===== src/design/idr_pkg.sv =====
// Shared types and constants for the inversion disorder ratio core.
// No dependencies; used by the front end, queue, back end and top of the block.
package idr_pkg;

    localparam int VALUE_W     = 32;
    localparam int INV_W       = 17;
    localparam int RATIO_W     = 17;
    localparam int ITEM_CNT_W  = 10;
    localparam int FRAC_W      = 16;
    localparam int DVD_W       = INV_W + FRAC_W;
    localparam int DIV_CNT_W   = $clog2(DVD_W + 1);
    localparam int QUEUE_DEPTH = 2;

    localparam logic [INV_W-1:0]   INV_MAX   = '1;
    localparam logic [RATIO_W-1:0] RATIO_ONE = RATIO_W'(65536);
    // flipping the sign bit makes an unsigned compare order signed values
    localparam logic [VALUE_W-1:0] SIGN_FLIP = {1'b1, {(VALUE_W-1){1'b0}}};

    typedef struct packed {
        logic signed [VALUE_W-1:0] value;
        logic                      last;
    } in_item_t;

    typedef struct packed {
        logic [RATIO_W-1:0]    disorder_q16;
        logic [INV_W-1:0]      inversions;
        logic [ITEM_CNT_W-1:0] item_count;
        logic                  sorted;
        logic                  overflow;
    } out_item_t;

    // command passed from the front end to the back end
    typedef struct packed {
        logic [VALUE_W-1:0] key;
        logic               last;
        logic               drop;
    } cmd_t;

endpackage


===== src/design/idr_front.sv =====
// Front end: takes input items, tracks store fill and marks items to drop.
// Depends on idr_pkg.
module idr_front #(
    parameter int MAX_ITEMS = 512
) (
    input  logic             clk,
    input  logic             rst_n,
    input  logic             in_valid,
    output logic             in_ready,
    input  idr_pkg::in_item_t in_data,
    output logic             cmd_valid,
    input  logic             cmd_ready,
    output idr_pkg::cmd_t    cmd
);
    import idr_pkg::*;

    localparam int CNT_W = $clog2(MAX_ITEMS + 1);

    logic [CNT_W-1:0] fill_reg, fill_next;
    logic             full;
    logic             accept;

    assign full      = (fill_reg == CNT_W'(MAX_ITEMS));
    assign in_ready  = cmd_ready;
    assign cmd_valid = in_valid;
    assign accept    = in_valid & cmd_ready;

    always_comb
    begin
        cmd.key  = $unsigned(in_data.value) ^ SIGN_FLIP;
        cmd.last = in_data.last;
        cmd.drop = full;
    end

    always_comb
    begin
        fill_next = fill_reg;
        if (accept)
        begin
            if (in_data.last)
            begin
                fill_next = '0;
            end
            else if (!full)
            begin
                fill_next = fill_reg + CNT_W'(1);
            end
        end
    end

    always_ff @(posedge clk or negedge rst_n)
    begin
        if (!rst_n)
        begin
            fill_reg <= '0;
        end
        else
        begin
            fill_reg <= fill_next;
        end
    end

endmodule


===== config.mk =====
export PLATFORM = sky130hd
export DESIGN_NAME = idr_front
export DESIGN_NICKNAME = d
export VERILOG_FILES = /design/src/design/idr_pkg.sv /design/src/design/idr_front.sv
export SDC_FILE = /design/constraint.sdc
export NUM_CORES = 1
export LEC_CHECK = 0
export BUFFER_PORTS_ARGS = -buffer_cell sky130_fd_sc_hd__buf_4
export CAP_MARGIN = 20
export CORE_ASPECT_RATIO = 0.7
export CORE_MARGIN = 8
export CORE_UTILIZATION = 44
export DETAILED_ROUTE_END_ITERATION = 6
export GPL_ROUTABILITY_DRIVEN = 0
export PLACE_DENSITY = 0.93
export RECOVER_POWER = 50
export SLEW_MARGIN = 20
export SYNTH_ARGS = -nofsm -noshare
export SYNTH_HDL_FRONTEND = slang
export SYNTH_SLANG_ARGS = --single-unit
export TNS_END_PERCENT = 100

===== constraint.sdc =====
create_clock -name clk -period 4.2 [get_ports clk]
set_clock_uncertainty 0.15 [all_clocks]
set_input_delay 1.05 -clock clk [delete_from_list [all_inputs] [get_ports clk]]
set_output_delay 1.05 -clock clk [all_outputs]
set_load 0.05 [all_outputs]

# ---- Word level (Yosys, flattened, before mapping)
# Cells that the tools add are included.
dict set report totals {
  ff_bits 10
  inputBits 37
  out_inout_bits 36
  word_cells 9
}
dict set report op_classes {
  add_sub_neg 1
  eq_ne 2
  n_mux 2
  bitwise_logic 2
  reduce_logical 1
}
# operator n
set op_table {}
lappend op_table {{10-bit 2-to-1 mux} 2}
lappend op_table {{10-bit by 1-bit adder with 10-bit output (second input constant)} 1}
lappend op_table {{10-bit equality test (second input constant)} 1}
lappend op_table {{2-bit != test (second input constant)} 1}
lappend op_table {{2-bit AND reduction} 1}
lappend op_table {{1-bit AND} 1}
lappend op_table {{1-bit NOT} 1}

# ---- Depth between registers and ports, before layout
# Gate-level depths: netlist of the first run.
dict set report depth {
  word_depth 3
  depth_mapped 5
}

# ---- Worst setup path before layout of the first run
# Ideal clock, no wire load.
dict set report synth_timing {
  kind {reg-to-output}
  startpoint {reg fill_reg[3]}
  endpoint {out cmd[0] (netlist bit)}
  t_arrival_ns 1.376
  t_required_ns 3.000
  setup_slack_ns 1.624
  path_stages_with_launch 4
  path_cell_list {dfrtp_1 -> or4_4 -> nor3_2 -> buf_4}
}
dict set report synth_via {
  elab_chain_cells 1
}
# item line
set synth_rtl {}
lappend synth_rtl {{start, declared} idr_front.sv:19} ;# logic [CNT_W-1:0] fill_reg, fill_next;
lappend synth_rtl {{start signal, assigned} idr_front.sv:59} ;# fill_reg <= fill_next;
lappend synth_rtl {{10-bit equality test} idr_front.sv:23} ;# assign full = (fill_reg == CNT_W'(MAX_ITEMS));
lappend synth_rtl {{end, declared} idr_front.sv:13} ;# output idr_pkg::cmd_t cmd
# Every way passes these cells.

==> results of run 1 <==
## where the power goes
| part | leakage [nW] | switching, mW | internal (mW) |
|---|---|---|---|
| Combinational | 0.222 | 0.0421 | 0.0324 |
| Clock | 0.0210 | 0.0380 | 0.0527 |
| Sequential | 0.115 | 0.0287 | 0.112 |
| Total | 0.358 | 0.109 | 0.197 |
## through the flow
| step | cells | hold WS, ns | utilization (%) | cell area (um^2) | power, mW |
|---|---|---|---|---|---|
| finish | 124 | 0.4567 | 38.21 | 823.3 | 0.3056 |
| global route | 124 | 0.5117 | 38.21 | 823.3 | 0.3276 |
| CTS | 124 | 0.4452 | 39.08 | 842.1 | 0.3083 |
| detailed placement | 120 | 0.4345 | 37.40 | 805.8 | 0.2177 |
| global placement | 120 | 0.4211 | 37.40 | 805.8 | 0.2118 |
| floorplan | 118 | 0.3826 | - | 1011 | 0.2798 |
## final cells by class
class | count | area, um^2 | share of cell area (%)
Clock buffer | 4 | 36.28 | 4.407
Multi-Input combinational cell | 62 | 406.6 | 49.39
Tap cell | 32 | 40.04 | 4.863
Sequential cell | 10 | 250.2 | 30.40
Inverter | 6 | 22.52 | 2.736
Timing Repair Buffer | 10 | 67.56 | 8.207
## metal layers
metal	routed length (um)	vias up	track usage, %
met5	0	-	0
met4	97	0	4.816
met3	227	16	5.755
met2	828	34	14.10
met1	976	325	13.28
li1	-	329	-
## cells by family after synthesis
logic type / synth area share [%]
buffers and inverters: 33.91
and+or+nand+nor: 24.63
AOI/OAI and AO/OA: 13.24
DFF: 24.75
adders and majority gates: 2.475
muxes: 0.9901
## worst max-delay path, cell delays in order (launching register included)
cell	delay, ns
dfrtp_1	0.46
or4_4	0.55
nor3_2	0.24
buf_4	0.24
## layout by cell type (no fill, tap or decap), types with 2 or more instances in the layout
cell type	instances
inv_1	6
nor2b_1	3
or3_1	3
clkbuf_1	2
ha_1	2
nand4_1	5
nand3b_1	2
a211o_1	2
buf_4	8
clkbuf_4	3
o21ai_0	5
nand3_1	4
nand2_1	8
nor2_1	6
dfrtp_1	10
o211ai_1	2
o311ai_0	2
o221ai_1	2
## how the worst max path moves through the flow
| stage | depth (start not counted) | endpoint | start |
|---|---|---|---|
| 6_report | 3 | cmd[0] | fill_reg[8] |
| 3_3_place_gp | 2 | cmd[1] | in_data[0] |
| 2_1_floorplan | 3 | cmd[0] | fill_reg[3] |
| 3_5_place_dp | 2 | cmd[1] | in_data[0] |
| 5_1_grt | 3 | cmd[0] | fill_reg[8] |
| 4_1_cts | 3 | cmd[0] | fill_reg[8] |
==> summary.md, run 1 <==
| Metric | Value |
|---|---|
| Outcome | `completed` |
| Ys async rst share | `100.0%` |
| Slew @ Worst Pin | `0.5998 ns` |
| Max Cap Viol | `0` |
| Synthesized instance count | `118` |
| DRC viols | `0` |
| Total number of vias | `704` |
| DIE AREA | `4112 um^2` |
| Critical path data arrival time | `1.76 ns` |
| P per Cell Area | `371.1 nW/um^2` |
| PortBufs | `10` |
| Fin crit share | `70.59%` |
| Clock Tree Buf Depth | `2` |
| Reg clk slew, reported paths | `0.08 ns` |
| CTS root buf | `clkbuf_4` |
| Syn Nets | `157` |
| Mapped Area | `1011 um^2` |
| Clk_lat worst skew | `0.27 ns` |
| Area leader, netlist | `buf_4` |
| Max Fclk | `337.3 MHz` |
| CTS tree | `done` |
| Hold crit path type | `flip-flop to flip-flop` |
| TNS Setup | `0 ns` |
| FF-to-FF path depth | `3` |
| Final worst path period need | `2.965 ns` |
| CP Launch Type | `flip-flop` |
| Global Route Usage Sum | `10.56%` |
| Core region area | `2155 um^2` |
| Antenna viol nets, final | `0` |
| Flops & latches, synth | `10` |
| Overflow after GRT | `0` |
| Setup crit end kind | `output port` |
| Worst Slack Setup Final | `1.235 ns` |
| Share of layout cells above drive strength 1 | `19.57%` |
| Die Width | `73.29 um` |
| Hold Startpoint | `fill_reg[3]` |
| Fill cell instance count of the final layout | `225` |
| Synth Area per Inst | `8.568 um^2` |
| Area fraction of the dominant cell type after synthesis | `25.99%` |
| Ant. Diodes | `0` |
| Max-Slew Margin vs Limit | `60.01%` |
| Number of flops mapped to enable cells by yosys | `0` |
| Nets | `132` |
| Ys flop type | `dfrtp_1` |
| Final wirelength | `2131 um` |
| Hold Path Sink | `fill_reg[3]` |
| Initial core utilization | `46.92%` |
| Vias in the first global route | `669` |
| Crit path kind | `flip-flop to output port` |
| HPWL after detailed placement | `1579 um` |
| Worst hold path depth | `2` |
| Area grow syn2layout | `-18.56%` |
| CTS Hold Bufs | `0` |
| RSZ-0062 raised after global routing | `no` |
| Via density | `5.677` |
| Reg-to-reg slack, setup | `2.46 ns` |
| Slew Limit Fails | `0` |
| Total iterations of the first detailed-routing run | `4` |
| Place WS | `1.519 ns` |
| H-tree levels | `1` |
| Seq/Total Area, Yosys | `24.75%` |
| Row Count | `14` |
| YS warnings | `0` |
| Largest net degree at the start of global routing | `21` |
| Synth unique cells | `37` |
| DIE HEIGHT | `56.11 um` |
| Commonest cells in the netlist | `35 x buf_4, 10 x dfrtp_1, 7 x nand2_1, 6 x inv_1, 6 x nor2_1` |
| DR iter-0 viols | `49` |
| Max FFs per register | `10` |
| Most frequent cell after synthesis | `buf_4` |
| Setup violators final | `0` |
| Reg2reg start | `fill_reg[8]` |
| Avg WL per Cell | `17.19 um` |
| Endpoint of the worst register-to-register path | `fill_reg[0]` |
| LEAKAGE | `0.3577 nW` |
| Max IR drop VDD | `159.3 uV` |
| CTS resizes | `0` |
| Critical path fanouts, max | `7` |
| Clock sinks | `10` |
| Setup bufs post-CTS | `0` |
| Hold Vio Cnt, Final | `0` |
| Largest cells by area after synthesis | `buf_4 26%, dfrtp_1 25%, buf_6 3.3%` |
| Initial antenna violation count | `0` |
| First-pass GRT wire length | `3387 um` |
| Data required, critical path | `3.00 ns` |
| Number of I/O pins | `73` |
| CTS buffer count | `3` |
Note: power is estimated with default switching activity, not from simulation.
==> inputs of run 2 (changes only) <==
--- a/config.mk
+++ b/config.mk
@@ -9,10 +9,10 @@
 export CAP_MARGIN = 20
 export CORE_ASPECT_RATIO = 0.7
 export CORE_MARGIN = 8
-export CORE_UTILIZATION = 44
+export CORE_UTILIZATION = 37
 export DETAILED_ROUTE_END_ITERATION = 6
 export GPL_ROUTABILITY_DRIVEN = 0
-export PLACE_DENSITY = 0.93
+export PLACE_DENSITY = 0.84
 export RECOVER_POWER = 50
 export SLEW_MARGIN = 20
 export SYNTH_ARGS = -nofsm -noshare
==> constraint.sdc (replaced) <==
create_clock -name clk -period 2.4 [get_ports clk]
set_clock_uncertainty 0.15 [all_clocks]
set_input_delay 0.6 -clock clk [delete_from_list [all_inputs] [get_ports clk]]
set_output_delay 0.6 -clock clk [all_outputs]
set_load 0.05 [all_outputs]
==> summary.md, run 2 (same netlist as run 1, synthesis figures left out) <==
| Metric | Value |
|---|---|
| DIE HEIGHT | `59.74 um (was 56.11 um)` |
| Max FFs per register | `10 (unchanged)` |
| Slew Limit Fails | `0 (unchanged)` |
| Outcome | `complete, but fails checks (was completed)` |
| Row Count | `16 (was 14)` |
| Slowest stage cell on the critical path | `or4_4 (unchanged)` |
| Clock sinks | `10 (unchanged)` |
| Crit path max-delay family | `simple AND/OR/NAND/NOR gates (unchanged)` |
| Hold Vio Cnt, Final | `0 (unchanged)` |
| Ant. Diodes | `0 (unchanged)` |
| FF-to-FF path depth | `4 (was 3)` |
| Reg-to-reg slack, setup | `0.64 ns (was 2.46 ns)` |
| Worst hold slack | `0.1590 ns (was 0.4567 ns)` |
| Failing checks | `negative setup slack` |
| Avg WL per Cell | `15.13 um (was 17.19 um)` |
| DR iter-0 viols | `43 (was 49)` |
| Max Fclk | `413.7 MHz` |
| Commonest non-fill, non-tap cell in the layout | `buf_4 (was dfrtp_1)` |
| Area grow syn2layout | `-10.15% (was -18.56%)` |
| Final worst path period need | `2.417 ns` |
| Reg clk slew, reported paths | `0.04 ns (was 0.08 ns)` |
| Endpoint of the worst register-to-register path | `fill_reg[1] (was fill_reg[0])` |
| Pwr Total | `577.3 uW (was 305.6 uW)` |
| CTS tree | `done (unchanged)` |
| Slowest stage delay, CP | `0.56 ns (was 0.55 ns)` |
| First-pass GRT wire length | `3174 um (was 3387 um)` |
| Post-Route Utilization | `33.61% (was 38.21%)` |
| Core region area | `2703 um^2 (was 2155 um^2)` |
| Number of I/O pins | `73 (unchanged)` |
| Clk_lat worst skew | `0.24 ns (was 0.27 ns)` |
| Reg2reg start | `fill_reg[8] (unchanged)` |
| Fill cell instance count of the final layout | `284 (was 225)` |
| Max IR drop VDD | `264.2 uV (was 159.3 uV)` |
| CP Buf/Inv Count | `1 (unchanged)` |
| Most frequent cells in the layout | `14 x buf_4, 9 x dfrtp_1, 7 x nand2_1 (was 10 x dfrtp_1, 8 x nand2_1, 8 x buf_4)` |
| Final wirelength | `2028 um (was 2131 um)` |
| Total number of vias | `758 (was 704)` |
| Critical path fanouts, max | `5 (was 7)` |
| DRC viols | `0 (unchanged)` |
| Place WS | `0.1936 ns (was 1.519 ns)` |
| DIE AREA | `4688 um^2 (was 4112 um^2)` |
| Overflow after GRT | `0 (unchanged)` |
| Crit path kind | `flip-flop to output port (unchanged)` |
| Data required, critical path | `1.65 ns (was 3.00 ns)` |
| Slew @ Worst Pin | `0.5167 ns (was 0.5998 ns)` |
| Fin crit share | `100.7%` |
| Max Cap Viol | `0 (unchanged)` |
| Clock Tree Buf Depth | `2 (unchanged)` |
| H-tree levels | `1 (unchanged)` |
| Total iterations of the first detailed-routing run | `4 (unchanged)` |
| Antenna viol nets, final | `0 (unchanged)` |
| Largest net degree at the start of global routing | `21 (unchanged)` |
| PortBufs | `10 (unchanged)` |
| Setup crit end kind | `output port (unchanged)` |
| Setup violators final | `1 (was 0)` |
| Nets | `139 (was 132)` |
| CTS buffer count | `3 (unchanged)` |
| CP Launch Type | `flip-flop (unchanged)` |
| Share of layout cells above drive strength 1 | `28.57% (was 19.57%)` |
| Global Route Usage Sum | `8.762% (was 10.56%)` |
| Max-Slew Margin vs Limit | `65.55% (was 60.01%)` |
| Initial antenna violation count | `0 (unchanged)` |
| CTS root buf | `clkbuf_8 (was clkbuf_4)` |
| Initial core utilization | `37.41% (was 46.92%)` |
| P per Cell Area | `635.6 nW/um^2 (was 371.1 nW/um^2)` |
| Worst Slack Setup Final | `-0.01724 ns (was 1.235 ns)` |
| Hold crit path type | `input port to async pin (was flip-flop to flip-flop)` |
| Critical path data arrival time | `1.67 ns (was 1.76 ns)` |
| TNS Setup | `-0.01724 ns (was 0 ns)` |
| Crit path cell chain | `or4_4, nor3_4, buf_6 (was or4_4, nor3_2, buf_4)` |
| Via density | `5.657 (was 5.677)` |
| HPWL after detailed placement | `1397 um (was 1579 um)` |
| LEAKAGE | `0.4051 nW (was 0.3577 nW)` |
| Die Width | `78.48 um (was 73.29 um)` |
| Vias in the first global route | `693 (was 669)` |
-- run 2: per-stage QoR --
stage | cell area (um^2) | cells
6_report | 908.4 | 134
5_1_grt | 908.4 | 134
4_1_cts | 884.6 | 130
3_5_place_dp | 833.3 | 127
3_3_place_gp | 833.3 | 127
2_1_floorplan | 1011 | 118
-- run 2: worst reg2reg max path: cells and delay by family, from the launching register on --
family	cells	cell delay, ns
AND/OR/NAND/NOR	2	0.81
buffers and inverters	1	0.15
AO/OA/AOI/OAI	1	0.09
flip-flops	1	0.43
-- run 2: per-layer routing --
layer	GRT usage (%)	vias up	wire [um]
li1	-	342	-
met1	10.44	342	834
met2	10.59	65	872
met3	5.856	9	261
met4	6.562	0	59
met5	0	-	0
-- run 2: final cells by class --
type | count | area (um^2) | area share, %
clock buffers | 3 | 41.29 | 4.545
flip-flops and latches | 10 | 251.5 | 27.69
well taps | 36 | 45.04 | 4.959
inverters | 6 | 22.52 | 2.479
multi-input cells | 62 | 424.2 | 46.69
repair buffers | 17 | 123.9 | 13.64
-- run 2: how the worst max path moves through the flow --
stage                 from  endpoint  slack [ns]  depth (start not counted)
6_report       fill_reg[8]    cmd[0]       -0.02                          3
5_1_grt        fill_reg[8]    cmd[0]       -0.04                          3
4_1_cts        fill_reg[5]    cmd[0]        0.01                          3
3_5_place_dp   fill_reg[8]    cmd[0]        0.19                          3
3_3_place_gp   fill_reg[8]    cmd[0]        0.24                          3
2_1_floorplan  fill_reg[3]    cmd[0]        0.27                          3
-- run 2: what timing repair did --
item	in CTS	in global routing
pin swaps	1	1
setup endpoints to repair	1	1
hold buffers	0	0
buffers inserted	0	4
gates resized for setup	2	1
-- run 2: report_power, final --
group / switching (mW) / total [mW] / internal (mW) / leakage [nW]
clock: 0.0611 / 0.171 / 0.109 / 0.0216
sequential: 0.0345 / 0.232 / 0.197 / 0.114
combinational: 0.101 / 0.175 / 0.0740 / 0.269
