--- src/design/idr_pkg.sv ---
// Shared types and constants for the inversion disorder ratio core.
// No dependencies; used by the front end, queue, back end and top of the block.
package idr_pkg;

    localparam int VALUE_W     = 32;
    localparam int INV_W       = 17;
    localparam int RATIO_W     = 17;
    localparam int ITEM_CNT_W  = 10;
    localparam int FRAC_W      = 16;
    localparam int DVD_W       = INV_W + FRAC_W;
    localparam int DIV_CNT_W   = $clog2(DVD_W + 1);
    localparam int QUEUE_DEPTH = 2;

    localparam logic [INV_W-1:0]   INV_MAX   = '1;
    localparam logic [RATIO_W-1:0] RATIO_ONE = RATIO_W'(65536);
    // flipping the sign bit makes an unsigned compare order signed values
    localparam logic [VALUE_W-1:0] SIGN_FLIP = {1'b1, {(VALUE_W-1){1'b0}}};

    typedef struct packed {
        logic signed [VALUE_W-1:0] value;
        logic                      last;
    } in_item_t;

    typedef struct packed {
        logic [RATIO_W-1:0]    disorder_q16;
        logic [INV_W-1:0]      inversions;
        logic [ITEM_CNT_W-1:0] item_count;
        logic                  sorted;
        logic                  overflow;
    } out_item_t;

    // command passed from the front end to the back end
    typedef struct packed {
        logic [VALUE_W-1:0] key;
        logic               last;
        logic               drop;
    } cmd_t;

endpackage

--- src/design/idr_queue.sv ---
// Short command FIFO between front end and back end.
// Depends on idr_pkg.
module idr_queue (
    input  logic          clk,
    input  logic          rst_n,
    input  logic          push_valid,
    output logic          push_ready,
    input  idr_pkg::cmd_t push_data,
    output logic          pop_valid,
    input  logic          pop_ready,
    output idr_pkg::cmd_t pop_data
);
    import idr_pkg::*;

    localparam int PTR_W = $clog2(QUEUE_DEPTH);
    localparam int CNT_W = $clog2(QUEUE_DEPTH + 1);

    cmd_t             entry_reg [QUEUE_DEPTH];
    logic [PTR_W-1:0] wr_ptr_reg, wr_ptr_next;
    logic [PTR_W-1:0] rd_ptr_reg, rd_ptr_next;
    logic [CNT_W-1:0] count_reg, count_next;
    logic             push;
    logic             pop;

    assign push_ready = (count_reg != CNT_W'(QUEUE_DEPTH));
    assign pop_valid  = (count_reg != '0);
    assign pop_data   = entry_reg[rd_ptr_reg];
    assign push       = push_valid & push_ready;
    assign pop        = pop_valid & pop_ready;

    always_comb
    begin
        wr_ptr_next = push ? wr_ptr_reg + PTR_W'(1) : wr_ptr_reg;
        rd_ptr_next = pop ? rd_ptr_reg + PTR_W'(1) : rd_ptr_reg;
        count_next  = count_reg;
        if (push && !pop)
        begin
            count_next = count_reg + CNT_W'(1);
        end
        else if (pop && !push)
        begin
            count_next = count_reg - CNT_W'(1);
        end
    end

    always_ff @(posedge clk or negedge rst_n)
    begin
        if (!rst_n)
        begin
            wr_ptr_reg <= '0;
            rd_ptr_reg <= '0;
            count_reg  <= '0;
        end
        else
        begin
            wr_ptr_reg <= wr_ptr_next;
            rd_ptr_reg <= rd_ptr_next;
            count_reg  <= count_next;
        end
    end

    always_ff @(posedge clk)
    begin
        if (push)
        begin
            entry_reg[wr_ptr_reg] <= push_data;
        end
    end

endmodule

--- config.mk ---
export PLATFORM = sky130hd
export DESIGN_NAME = idr_queue
export DESIGN_NICKNAME = d
export VERILOG_FILES = /design/src/design/idr_pkg.sv /design/src/design/idr_queue.sv
export SDC_FILE = /design/constraint.sdc
export NUM_CORES = 1
export LEC_CHECK = 0
export BUFFER_PORTS_ARGS = -buffer_cell sky130_fd_sc_hd__buf_2
export CORE_MARGIN = 5
export CORE_UTILIZATION = 50
export CTS_CLUSTER_DIAMETER = 150
export CTS_CLUSTER_SIZE = 40
export DETAILED_ROUTE_END_ITERATION = 10
export GPL_TIMING_DRIVEN = 0
export PLACE_DENSITY = 0.86
export SYNTH_ARGS = -nofsm -noshare
export SYNTH_HDL_FRONTEND = slang
export SYNTH_SLANG_ARGS = --single-unit
--- constraint.sdc ---
create_clock -name clk -period 6.6 [get_ports clk]
set_input_delay 0 -clock clk [delete_from_list [all_inputs] [get_ports clk]]
set_output_delay 0 -clock clk [all_outputs]
set_load 0.05 [all_outputs]
Word-level counts from Yosys, hierarchy flattened

Memories as Yosys holds them, arrays and structs flattened.
Index checks and enable logic that the tools add are counted.

Reduce and logical (&&, ||, !) cells: 6
Order comparisons: 0
Bitwise gates (word level): 2
Equal/unequal tests: 1
Divide/modulo/power cells: 0
Multiplexer cells: 4
Shifts and indexed selects: 0
$mul: 0
Add/subtract/negate cells: 4

Operators with widths:

| cell                                             | count |
|---|---|
| two-way mux 2 bit                                | 2 |
| nonzero test 2 bit                               | 2 |
| adder 1 bit, second input constant               | 2 |
| adder 2 x 1 -> 2 bit, second input constant      | 1 |
| AND 1 bit                                        | 2 |
| logical AND 1 bit                                | 2 |
| logical NOT 1 bit                                | 2 |
| two-way mux 1 bit                                | 2 |
| != test 2 bit, second input constant             | 1 |
| subtractor 2 x 1 -> 2 bit, second input constant | 1 |

Bits in latches: 0
Word-level logic and storage cells: 21
Memories: 1
Memory bits (read-only): 0
Bits in writable memories: 68
Register bits: 4

Memories:

| memory    | words | width | read ports | clocked after Yosys merged registers in | wr ports | line            | text |
|---|---|---|---|---|---|---|---|
| entry_reg | 2     | 34    | 1          | 0                                       | 1        | idr_queue.sv:18 | `cmd_t entry_reg [QUEUE_DEPTH];` |

Depth between registers and ports, before layout

Gate-level depths: netlist of run 1.

Depth in word-level cells: 6
Mapped depth: 7
Gate-level depth less buffers: 7

Worst setup path before layout of run 1

No wires, ideal clock.

Kind: register to register
From: reg count_reg[0]
To: mem entry_reg[0][0] (netlist name) (enable)
Data required time: 6.175 ns
Cell stages (with the launch flop): 4
Setup slack: 3.667 ns
Buffers on the path: 0
Arrival: 2.508 ns
Period minus slack after synthesis: 2.933 ns
Cells stage by stage: dfrtp_1 -> nand2b_1 -> nand2_1 -> nor2_1

Cells in the longest elaborated chain, start to end: 4

RTL lines:

| element                                 | line            | text |
|---|---|---|
| from (decl)                             | idr_queue.sv:21 | `logic [CNT_W-1:0] count_reg, count_next;` |
| from (signal assigned)                  | idr_queue.sv:58 | `count_reg <= count_next;` |
| != test 2 bit                           | idr_queue.sv:25 | `assign push_ready = (count_reg != CNT_W'(QUEUE_DEPTH));` |
| named net push_ready                    | idr_queue.sv:7  | `output logic push_ready,` |
| AND 1 bit                               | idr_queue.sv:28 | `assign push = push_valid & push_ready;` |
| two-way mux 1 bit                       | idr_queue.sv:64 | `if (push)` |
| two-way mux 1 bit (not written as such) | idr_queue.sv:66 | `entry_reg[wr_ptr_reg] <= push_data;` |
| to (decl)                               | idr_queue.sv:18 |  |

The timed path passes the listed nets, and every way through them passes these cells.

Worst setup path in the final report of run 1

From: reg count_reg[0]
To: mem entry_reg[1][25] (netlist name) (enable)

Cells in the longest elaborated chain, start to end: 4

RTL lines:

| element                                 | line |
|---|---|
| != test 2 bit                           | idr_queue.sv:25 |
| AND 1 bit                               | idr_queue.sv:28 |
| two-way mux 1 bit                       | idr_queue.sv:64 |
| two-way mux 1 bit (not written as such) | idr_queue.sv:66 |

No other way between the ends.

==> results of run 1 <==
## power by group
part / leakage, uW / internal, uW / switching, uW
Clock: 0.0000999 / 211 / 148
Sequential: 0.000678 / 627 / 33.9
Combinational: 0.000791 / 307 / 561
## logic make-up after synthesis
family | count (synthesis)
XOR/XNOR | 5
adder cells (fa/ha/maj) | 1
buffers and inverters | 5
flip-flops | 72
multiplexers | 34
AND/OR/NAND/NOR | 7
## metrics by stage
step	instance area (sq um)	total power, uW	utilization
4_1_cts	3860	1910	0.706
5_1_grt	3860	1980	0.706
2_1_floorplan	2800	1370	-
3_3_place_gp	3250	1510	0.595
3_5_place_dp	3280	1540	0.600
6_report	3870	1890	0.707
## layer usage
| layer | share of wire | wire, um |
|---|---|---|
| met5 | 0 | 0 |
| met4 | 0.024 | 115 |
| met3 | 0.047 | 228 |
| met2 | 0.55 | 2660 |
| met1 | 0.38 | 1860 |
## layout make-up
cell class / instances / area, sq um / share of cell area
multi-input cells: 47 / 591 / 0.153
well taps: 72 / 90.1 / 0.0233
repair buffers: 111 / 756 / 0.195
flip-flops and latches: 72 / 2140 / 0.554
clock inverters: 6 / 83.8 / 0.0217
clock buffers: 10 / 128 / 0.0330
plain buffers: 4 / 71.3 / 0.0184
inverters: 1 / 3.75 / 0.000971
diodes: 1 / 2.50 / 0.000647
## worst max-delay path, stage by stage (launching register included)
cell and delay [ps]:
dfrtp_1 400, nand2b_1 160, and3_2 720
## cell usage in the layout (no fill, tap or decap)
master         Yosys  routed
buf_2              0      73
edfxtp_1          68      68
buf_12             3       4
clkbuf_8           0       9
clkbuf_1           0       1
inv_1              1       1
buf_6              1       1
and3_2             0       1
clkinvlp_4         0       2
nor2_4             0       1
bufinv_16          0       2
nor2_1             2       1
mux2_2             5       5
dlygate4sd3_1      0      37
nand2_1            2       2
dfrtp_1            4       4
xor2_1             2       2
or2_1              1       1
clkinv_1           0       1
nand2b_1           1       1
xnor2_1            3       3
diode_2            0       1
clkinv_2           0       1
mux2_4            29      29
ha_1               1       1
## worst paths after layout
path	end	slack (ps)	cells past startpoint
worst min-delay path	wr_ptr_reg	50	3
worst max register to register	entry_reg[1][25]	4930	2
worst max-delay path	entry_reg[1][25]	4930	2
max in group asynchronous	wr_ptr_reg	5860	3
min in group asynchronous	count_reg[1]	570	3
worst min register to register	count_reg[1]	520	1
==> metrics.md, run 1 <==
| Metric | Value |
|---|---|
| Outcome | finished clean |
| Yosys top cell area share | 0.730 |
| Most frequent cell after synthesis | edfxtp_1 |
| DIE HEIGHT | 84.8 um |
| DRC | 0 |
| Leakage | ~0.0016 uW |
| Largest area contributor in the netlist | edfxtp_1 |
| Final wirelength | approximately 4900 um |
| CTS Sinks | slightly above 70 |
| Worst Setup End Kind | flop |
| All-Layer GR Usage | 0.144 |
| TritonRoute pass-1 iters | 4 |
| 1st-iter DRT viols | 64 |
| Post-CTS Resized | 0 |
| Grt met1 use | 0.162 |
| Hold Worst Slack | between 50 and 60 ps |
| # hold bufs at CTS | 37 |
| Distinct cells, synth | 15 |
| Syn nets | 163 |
| ANT nets after route | 0 |
| H-tree Lvls | 3 |
| Worst EP required | around 6600 ps |
| Max VDD drop | 0.000434 V |
| Final worst path period share | 0.253 |
| Final setup violation count | 0 |
| Post-synthesis simple-gate area fraction | 0.0121 |
| Largest net degree at the start of global routing | 35 |
| DIE AREA | approximately 7200 sq um |
| Compound-Gate Fraction of Synth Area | 0 |
| Dpl ws | roughly 5000 ps |
| Dpl cells | 270 |
| First-pass GRT wire length | 7770 um |
| Met3 Usage GRT | 0.0252 |
| RePlAce Congestion | around 0.69 |
| Global route overflow | 0 |
| Asr flop ratio synth | 0.0556 |
| Drt wl/cell | 15.0 um |
| Fill cell count | between 300 and 400 |
| Share of cells above drive strength 1 | 0.510 |
| Worst-Margin Slew | slightly below 800 ps |
| Clk slew on worst S/H paths | roughly 70 ps |
| Final std cells w/o fill | ~320 |
| CP startpoint | count_reg[0] |
| Antenna violations before repair | 0 |
| Final Hold Viols | 0 |
| Main combinational cell family by area after synthesis | multiplexers |
| Dpl hpwl | approximately 3200 um |
| Max FO, Critical Path | 34 |
| Fin nets | approximately 290 |
| Synth top cells by count | edfxtp_1, mux2_4, mux2_2 |
| Fmax | about 0.60 GHz |
| XOR/XNOR Fraction of Synth Area | 0.0156 |
| Slew Limit Fails | 0 |
| Area added between synthesis and finish | 38.2% |
| Initial Util | 0.511 |
| Max_slew headroom | 0.475 |
| PnR worst setup slack | ~4900 ps |
| Synth Flop Type | edfxtp_1 |
| Final Skew | between 10 and 15 ps |
| Port Buffers | between 70 and 80 |
| Clk Latency, worst-skew pair | ~330 ps |
| Post-synth EDFFs | 68 |
| Clock root buffer | clkbuf_8 |
| Number of global-route vias before repair | 1583 |
| Critical path class | flop to flop |
| PD cells | between 400 and 500 nW/um^2 |
| Crit start category | flop |
| Post-CTS repair timing setup buffer count | 0 |
| CTS tree | yes |
| Max FFs per register | a little under 70 |
| YS warnings | 0 |
| Cell Area, Synth | 2800 sq um |
| Multiplexer share of the synthesized area | 0.176 |
| HP Class | primary input to flop |
| Hold path start | push_valid |
| Setup_tns | 0 ps |
| Max-cap violations | 0 |
| Dominant cells by area after synthesis | edfxtp_1, mux2_4, dfrtp_1 |
| Synth Register Bits | approximately 70 |
| Average vias per placed instance | between 4 and 5 |
| Mapped Cells | between 100 and 150 |
| Number of buffers created by CTS | 9 |
| Final worst path period need | 1670 ps |
| Sequential share of the synthesized area | 0.765 |
| GR peak layer | met2 |
| Data arrival time of the critical path | around 1600 ps |
| Routing usage on met2 | 0.253 |
| Std-Cell Core Area | ~5500 sq um |
| Vias | approximately 1500 |
| Die X-Extent | 84.8 um |
| Unrepaired setup endpoints after global routing | no |
| Maximum root-to-sink buffer count | 2 |
| Adder-cell share of the synthesized area | 0.00447 |
| Rows | 27 |
| Syn Area/Cell | ~23 sq um |
| R2r startpoint | count_reg[0] |
| IO Pins | 74 |
(Power assumes the default switching activity.)
==> run 2: changes to the inputs <==
--- a/config.mk
+++ b/config.mk
@@ -5,14 +5,15 @@
 export SDC_FILE = /design/constraint.sdc
 export NUM_CORES = 1
 export LEC_CHECK = 0
+export ABC_AREA = 1
 export BUFFER_PORTS_ARGS = -buffer_cell sky130_fd_sc_hd__buf_2
 export CORE_MARGIN = 5
-export CORE_UTILIZATION = 50
+export CORE_UTILIZATION = 46
 export CTS_CLUSTER_DIAMETER = 150
 export CTS_CLUSTER_SIZE = 40
 export DETAILED_ROUTE_END_ITERATION = 10
 export GPL_TIMING_DRIVEN = 0
-export PLACE_DENSITY = 0.86
+export PLACE_DENSITY = 0.84
 export SYNTH_ARGS = -nofsm -noshare
 export SYNTH_HDL_FRONTEND = slang
 export SYNTH_SLANG_ARGS = --single-unit
==> constraint.sdc (replaced) <==
create_clock -name clk -period 1.3 [get_ports clk]
set_input_delay 0 -clock clk [delete_from_list [all_inputs] [get_ports clk]]
set_output_delay 0 -clock clk [all_outputs]
set_load 0.05 [all_outputs]
==> metrics.md, run 2 <==
| Metric | Value |
|---|---|
| Outcome | complete, but fails checks |
| Failing checks | negative setup slack |
| DIE HEIGHT | 87.4 um (+3.1%) |
| Leakage | 0.00196 uW (+25%) |
| Asr flop ratio synth | 0.0556 (unchanged) |
| Unrepaired setup endpoints after global routing | yes |
| Fin nets | 388 (+36%) |
| Clock root buffer | clkbuf_8 |
| Syn Area/Cell | 13.4 sq um (-41%) |
| Final worst path period share | 1.08 |
| Rows | 28 (+3.7%) |
| Average vias per placed instance | 4.82 (+5.9%) |
| YS warnings | 0 (unchanged) |
| CP startpoint | rd_ptr_reg |
| Worst Setup End Kind | output port |
| Post-synth EDFFs | 68 (unchanged) |
| Slew Limit Fails | 0 (unchanged) |
| All-Layer GR Usage | 0.196 (+0.0517) |
| DIE AREA | 7650 sq um (+6.3%) |
| XOR/XNOR Fraction of Synth Area | 0.00635 (-0.00930) |
| Number of buffers created by CTS | 9 (unchanged) |
| Hold Worst Slack | 180 ps (+130 ps) |
| Clk Latency, worst-skew pair | 330 ps (about the same) |
| Largest net degree at the start of global routing | 18 (-49%) |
| Final core utilization | 0.791 (+0.0846) |
| Global route overflow | 0 (unchanged) |
| Die X-Extent | 87.4 um (+3.1%) |
| Adder-cell share of the synthesized area | 0.00454 (+0.0000649) |
| Final Skew | 6.83 ps (-6.88 ps) |
| Compound-Gate Fraction of Synth Area | 0 (unchanged) |
| DRC | 0 (unchanged) |
| R2r startpoint | count_reg[0] |
| Post-synthesis simple-gate area fraction | 0.173 (+0.161) |
| Synth Register Bits | 72 (unchanged) |
| Yosys top cell area share | 0.740 (+0.0106) |
| H-tree Lvls | 3 (unchanged) |
| Final Hold Viols | 0 (unchanged) |
| Dpl hpwl | 3410 um (+5.6%) |
| Antenna violations before repair | 0 (unchanged) |
| Cell Area, Synth | 2760 sq um (-1.4%) |
| Largest area contributor in the netlist | edfxtp_1 |
| Port Buffers | 73 (unchanged) |
| Mapped Cells | 206 (+66%) |
| PnR worst setup slack | -105 ps (-5040 ps) |
| Critical path class | flop to output port |
| Fill cell count | 336 (-11%) |
| ANT nets after route | 0 (unchanged) |
| Multiplexer share of the synthesized area | 0 (-0.176) |
| Main combinational cell family by area after synthesis | simple AND/OR/NAND/NOR gates |
| PD cells | 2660 nW/um^2 (+450%) |
| Distinct cells, synth | 16 (+1) |
| Number of global-route vias before repair | 2268 (+43%) |
| Share of cells above drive strength 1 | 0.523 (+0.0126) |
| Seq pwr share | 0.276 (-0.074) |
| Total chip power | 12400 uW (+560%) |
| Comb pwr share | 0.607 (+0.147) |
| Std-Cell Core Area | 5890 sq um (+7.5%) |
| Max FFs per register | 68 (unchanged) |
| Worst-Margin Slew | 244 ps (-543 ps) |
| 1st-iter DRT viols | 79 (+23%) |
| Hold path start | push_valid |
| Most frequent cell after synthesis | nand2_1 |
| Switching Share | 0.446 (+0.0522) |
| Switching Power | 5530 uW (+640%) |
| Fmax | between 0.7 and 0.8 GHz |
| Max-cap violations | 0 (unchanged) |
| Initial Util | 0.469 (-0.0427) |
| RePlAce Congestion | 0.672 (-2.0%) |
| CTS tree | yes |
| Maximum root-to-sink buffer count | 2 (unchanged) |
| Antenna diodes | 0 (-1) |
| Sequential cell area | 2140 sq um (about the same) |
| Crit start category | flop |
| Dpl ws | -539 ps (-5440 ps) |
| Syn nets | 245 (+50%) |
| Commonest non-fill, non-tap cells in the layout | edfxtp_1, nand2_1, nand2_2 |
| Max_slew headroom | 0.837 (+0.362) |
| Synth top cells by count | nand2_1, edfxtp_1, nand2_2 |
| Vias | 2069 (+40%) |
| Data arrival time of the critical path | 1410 ps (-210 ps) |
| CTS Sinks | 72 (unchanged) |
| Final worst path period need | 1410 ps |
| Area occupied by multi-input gates | 800 sq um (+35%) |
| Internal | 6880 uW (+500%) |
| Area added between synthesis and finish | 68.8% |
| Worst EP required | 1300 ps (-5250 ps) |
| Final wirelength | 7250 um (+49%) |
| TritonRoute pass-1 iters | 4 (unchanged) |
| IO Pins | 74 (unchanged) |
| HP Class | primary input to flop |
| Drt wl/cell | 16.9 um (+13%) |
| Max FO, Critical Path | 7 (-79%) |
| Clk slew on worst S/H paths | 70 ps (about the same) |
| First-pass GRT wire length | 11000 um (+41%) |
| Final setup violation count | 80 (+80) |
| Sequential share of the synthesized area | 0.776 (+0.0111) |
| Max VDD drop | 0.00200 V (+360%) |
| Commonest non-fill, non-tap cell in the layout | edfxtp_1 |
| Synth Flop Type | edfxtp_1 |
| Dominant cells by area after synthesis | edfxtp_1, nand2_1, dfrtp_1 |
| Clock share of power | 0.116 (-0.074) |
## run 2: cell types whose count changed in the layout (fill, tap and decap cells not counted), moves of 3 or more
cell	before	now
nand2_4	0	18
buf_6	1	21
buf_2	73	39
mux2_4	29	0
nand2_2	0	41
nand2_1	2	51
nor2_4	1	4
clkinv_2	1	4
buf_12	4	8
buf_4	0	6
mux2_2	5	0
buf_8	0	22
inv_2	0	3
## run 2: cells by family (layout without fill, tap and decap cells)
| family | count (synthesis) | after routing |
|---|---|---|
| buf+inv | 14 | 160 |
| fa+ha+maj | 1 | 1 |
| flops | 72 | 72 |
| simple gates | 117 | 119 |
| xor+xnor | 2 | 2 |
## run 2: worst max-delay path, stage by stage, from the launching register on
cell and delay (ps):
dfrtp_1 370, buf_8 170, clkinv_8 100, clkbuf_16 180, nand2_2 60, nand2_2 50, buf_6 150
## run 2: power groups by stage
| stage | Clock, uW | Sequential (uW) | Combinational, uW |
|---|---|---|---|
| 2_1_floorplan | 0 | 3370 | 3630 |
| 3_3_place_gp | 0 | 3390 | 4580 |
| 3_5_place_dp | 0 | 3420 | 4650 |
| 4_1_cts | 1460 | 3390 | 6890 |
| 5_1_grt | 1590 | 3470 | 7880 |
| 6_report | 1440 | 3430 | 7530 |
## run 2: path summary, 6_finish.rpt
check                               end  slack (ps)  depth (start not counted)
max                        pop_data[20]        -110                          6
min in group asynchronous    wr_ptr_reg         590                          3
min                        count_reg[0]         180                          5
min reg2reg                count_reg[0]         610                          2
max in group asynchronous  count_reg[1]         510                          3
max reg2reg                count_reg[1]         -50                          9
## run 2: repair_timing
| action | CTS | global route |
|---|---|---|
| resized for setup | 122 | 53 |
| pin swaps | 22 | 15 |
| setup buffers | 16 | 2 |
| endpoints found under the hold margin | 73 | 0 |
| hold buffers | 37 | 0 |
| setup endpoints to repair | 104 | 103 |
| cloned | 5 | 1 |
## run 2: metrics by stage
| stage | cell area [sq um] | setup TNS, ps | instances |
|---|---|---|---|
| 2_1_floorplan | 2800 | -20250 | 206 |
| 3_3_place_gp | 3260 | -33660 | 354 |
| 5_1_grt | 4660 | -6980 | 429 |
| 3_5_place_dp | 3260 | -36310 | 354 |
| 4_1_cts | 4460 | -2850 | 428 |
| 6_report | 4660 | -3270 | 429 |
## run 2: per-layer routing
metal | vias to the layer above | global-route usage | share of wire
met1 | 999 | 0.216 | 0.35
met2 | 77 | 0.342 | 0.56
met4 | 0 | 0.0962 | 0.021
li1 | 980 | - | -
met5 | - | 0 | 0
met3 | 13 | 0.0568 | 0.063
## run 2: cell type report
class                      instances  share of cell area
tap                               75              0.0202
inverter                           7             0.00833
timing repair inverter             1             0.00188
multi-input combinational        122               0.172
sequential                        72               0.460
buffer                             6              0.0188
clock buffer                      11              0.0282
clock inverter                     5             0.00510
timing repair buffer             130               0.286
==> run 3: changes to the inputs <==
--- a/config.mk
+++ b/config.mk
@@ -7,13 +7,13 @@
 export LEC_CHECK = 0
 export ABC_AREA = 1
 export BUFFER_PORTS_ARGS = -buffer_cell sky130_fd_sc_hd__buf_2
+export CORE_ASPECT_RATIO = 0.9
 export CORE_MARGIN = 5
-export CORE_UTILIZATION = 46
+export CORE_UTILIZATION = 25
 export CTS_CLUSTER_DIAMETER = 150
 export CTS_CLUSTER_SIZE = 40
 export DETAILED_ROUTE_END_ITERATION = 10
-export GPL_TIMING_DRIVEN = 0
-export PLACE_DENSITY = 0.84
+export PLACE_DENSITY = 0.56
 export SYNTH_ARGS = -nofsm -noshare
 export SYNTH_HDL_FRONTEND = slang
 export SYNTH_SLANG_ARGS = --single-unit
==> metrics.md, run 3 (synthesis results as in run 2) <==
| Metric | Value |
|---|---|
| First-pass GRT wire length | 10600 um (-3.3%) |
| ANT nets after route | 0 (unchanged) |
| Final worst path period share | 1.09 (+0.0111) |
| DP Area | 3350 sq um (+2.8%) |
| Hold Worst Slack | 13.3 ps (-167 ps) |
| DIE AREA | 13200 sq um (+73%) |
| Final wirelength | 7030 um (-3.0%) |
| Final setup violation count | 35 (-56%) |
| Final instance area | 4880 sq um (+4.7%) |
| Antenna diodes | 0 (unchanged) |
| Max FFs per register | 68 (unchanged) |
| Unrepaired setup endpoints after global routing | yes |
| HP Class | primary input to asynchronous set/reset pin |
| Port Buffers | 73 (unchanged) |
| Rows | 36 (+29%) |
| Max_slew headroom | 0.822 (-0.0152) |
| Reg2Reg Setup Slack | -20 ps (+30 ps) |
| Data arrival time of the critical path | 1420 ps (about the same) |
| Max FO, Critical Path | 6 (-1) |
| Slew Limit Fails | 0 (unchanged) |
| Maximum root-to-sink buffer count | 2 (unchanged) |
| 1st-iter DRT viols | 84 (+6.3%) |
| Sequential cell area | 2150 sq um (+0.17%) |
| Area added between synthesis and finish | 76.7% |
| TritonRoute pass-1 iters | 3 (-1) |
| Final Hold Viols | 0 (unchanged) |
| Critical path class | flop to output port |
| Max-cap violations | 0 (unchanged) |
| RePlAce Congestion | 0.682 (+1.5%) |
| H-tree Lvls | 3 (unchanged) |
| All-Layer GR Usage | 0.107 (-0.0886) |
| Commonest non-fill, non-tap cells in the layout | edfxtp_1, nand2_2, buf_2 |
| Fmax | 0.704 GHz (-1.0%) |
| Final worst path period need | 1420 ps (+14.4 ps) |
| Final Skew | 3.73 ps (-3.10 ps) |
| Global route overflow | 0 (unchanged) |
| Worst Setup End Kind | output port |
| Max VDD drop | 0.00115 V (-42%) |
| Outcome | complete, but fails checks |
| Fin nets | 384 (-1.0%) |
| Failing checks | negative setup slack |
| IO Pins | 74 (unchanged) |
| Share of cells above drive strength 1 | 0.574 (+0.0517) |
| Number of buffers created by CTS | 9 (unchanged) |
| Fill cell count | 959 (+190%) |
| CTS Sinks | 72 (unchanged) |
| PnR worst setup slack | -120 ps (-14.4 ps) |
| Setup_tns | -3180 ps (+88.9 ps) |
| Clk Latency, worst-skew pair | 320 ps (about the same) |
| Total chip power | 13400 uW (+7.7%) |
| Vias | 1959 (-5.3%) |
| PD cells | 2740 nW/um^2 (+2.9%) |
| Average vias per placed instance | 4.06 (-16%) |
| DRC | 0 (unchanged) |
| Largest net degree at the start of global routing | 24 (+6) |
| Clk slew on worst S/H paths | 60 ps (about the same) |
| Worst-Margin Slew | 269 ps (+25.0 ps) |
| Crit start category | flop |
| Antenna violations before repair | 0 (unchanged) |
| Commonest non-fill, non-tap cell in the layout | edfxtp_1 |
| Leakage | 0.00201 uW (+2.2%) |
| Die X-Extent | 121 um (+38%) |
| Clock root buffer | clkbuf_16 |
| Dpl hpwl | 4020 um (+18%) |
| Std-Cell Core Area | 10800 sq um (+84%) |
| Worst EP required | 1300 ps (about the same) |
| DIE HEIGHT | 110 um (+25%) |
| Area occupied by multi-input gates | 812 sq um (+1.6%) |
| CTS tree | yes |
| Drt wl/cell | 14.6 um (-14%) |
| Number of global-route vias before repair | 2040 (-10%) |
| Initial Util | 0.255 (-0.214) |
run 3: critical path: stages, from the launching register on:
cell and delay, ps:
dfrtp_4 560, buf_12 190, inv_16 70, nand2_2 50, nand2_2 70, buf_6 150
run 3: final cells by class:
cell class              count  area share
multi-input cells         120       0.167
clock inverters             5      0.0115
clock buffers              11      0.0477
repair inverters            6      0.0244
flip-flops and latches     72       0.440
repair buffers            129       0.266
well taps                 133      0.0341
inverters                   7     0.00975
run 3: timing repair:
| item | 4_1_cts | 5_1_grt |
|---|---|---|
| resized for setup | 146 | 74 |
| hold buffers | 37 | 0 |
| pin swaps | 11 | 16 |
| buffers inserted | 3 | 5 |
| setup endpoints to repair | 36 | 70 |
| endpoints found under the hold margin | 74 | 0 |
| cloned | 2 | 4 |
run 3: routing by layer:
metal  vias to the layer above  wire, um  global-route usage
met5                         -         0                   0
met4                         0        52              0.0316
met3                         7       362              0.0396
met2                        51      3620               0.178
met1                       935      3000               0.132
li1                        966         -                   -
run 3: final timing paths:
kind,from,to,cells past startpoint
setup reg to reg,count_reg[0],count_reg[1],10
max in group asynchronous,rst_n,rd_ptr_reg,2
hold reg to reg,count_reg[1],count_reg[1],2
min in group clk,push_data[10],entry_reg[1][10],2
setup / recovery,rd_ptr_reg,pop_data[17],5
hold / removal,rst_n,wr_ptr_reg,2
run 3: report_power, final:
part	switching [uW]	total [uW]	internal, uW
logic	4590	7510	2920
registers	287	3490	3200
clock network	879	2360	1480
run 3: metrics by stage:
stage	utilization	setup WS [ps]	std cells
global route	0.451	-177	483
finish	0.451	-120	483
CTS	0.419	-153	474
global placement	0.310	-59.0	416
detailed placement	0.310	-129	416
floorplan	-	-304	206
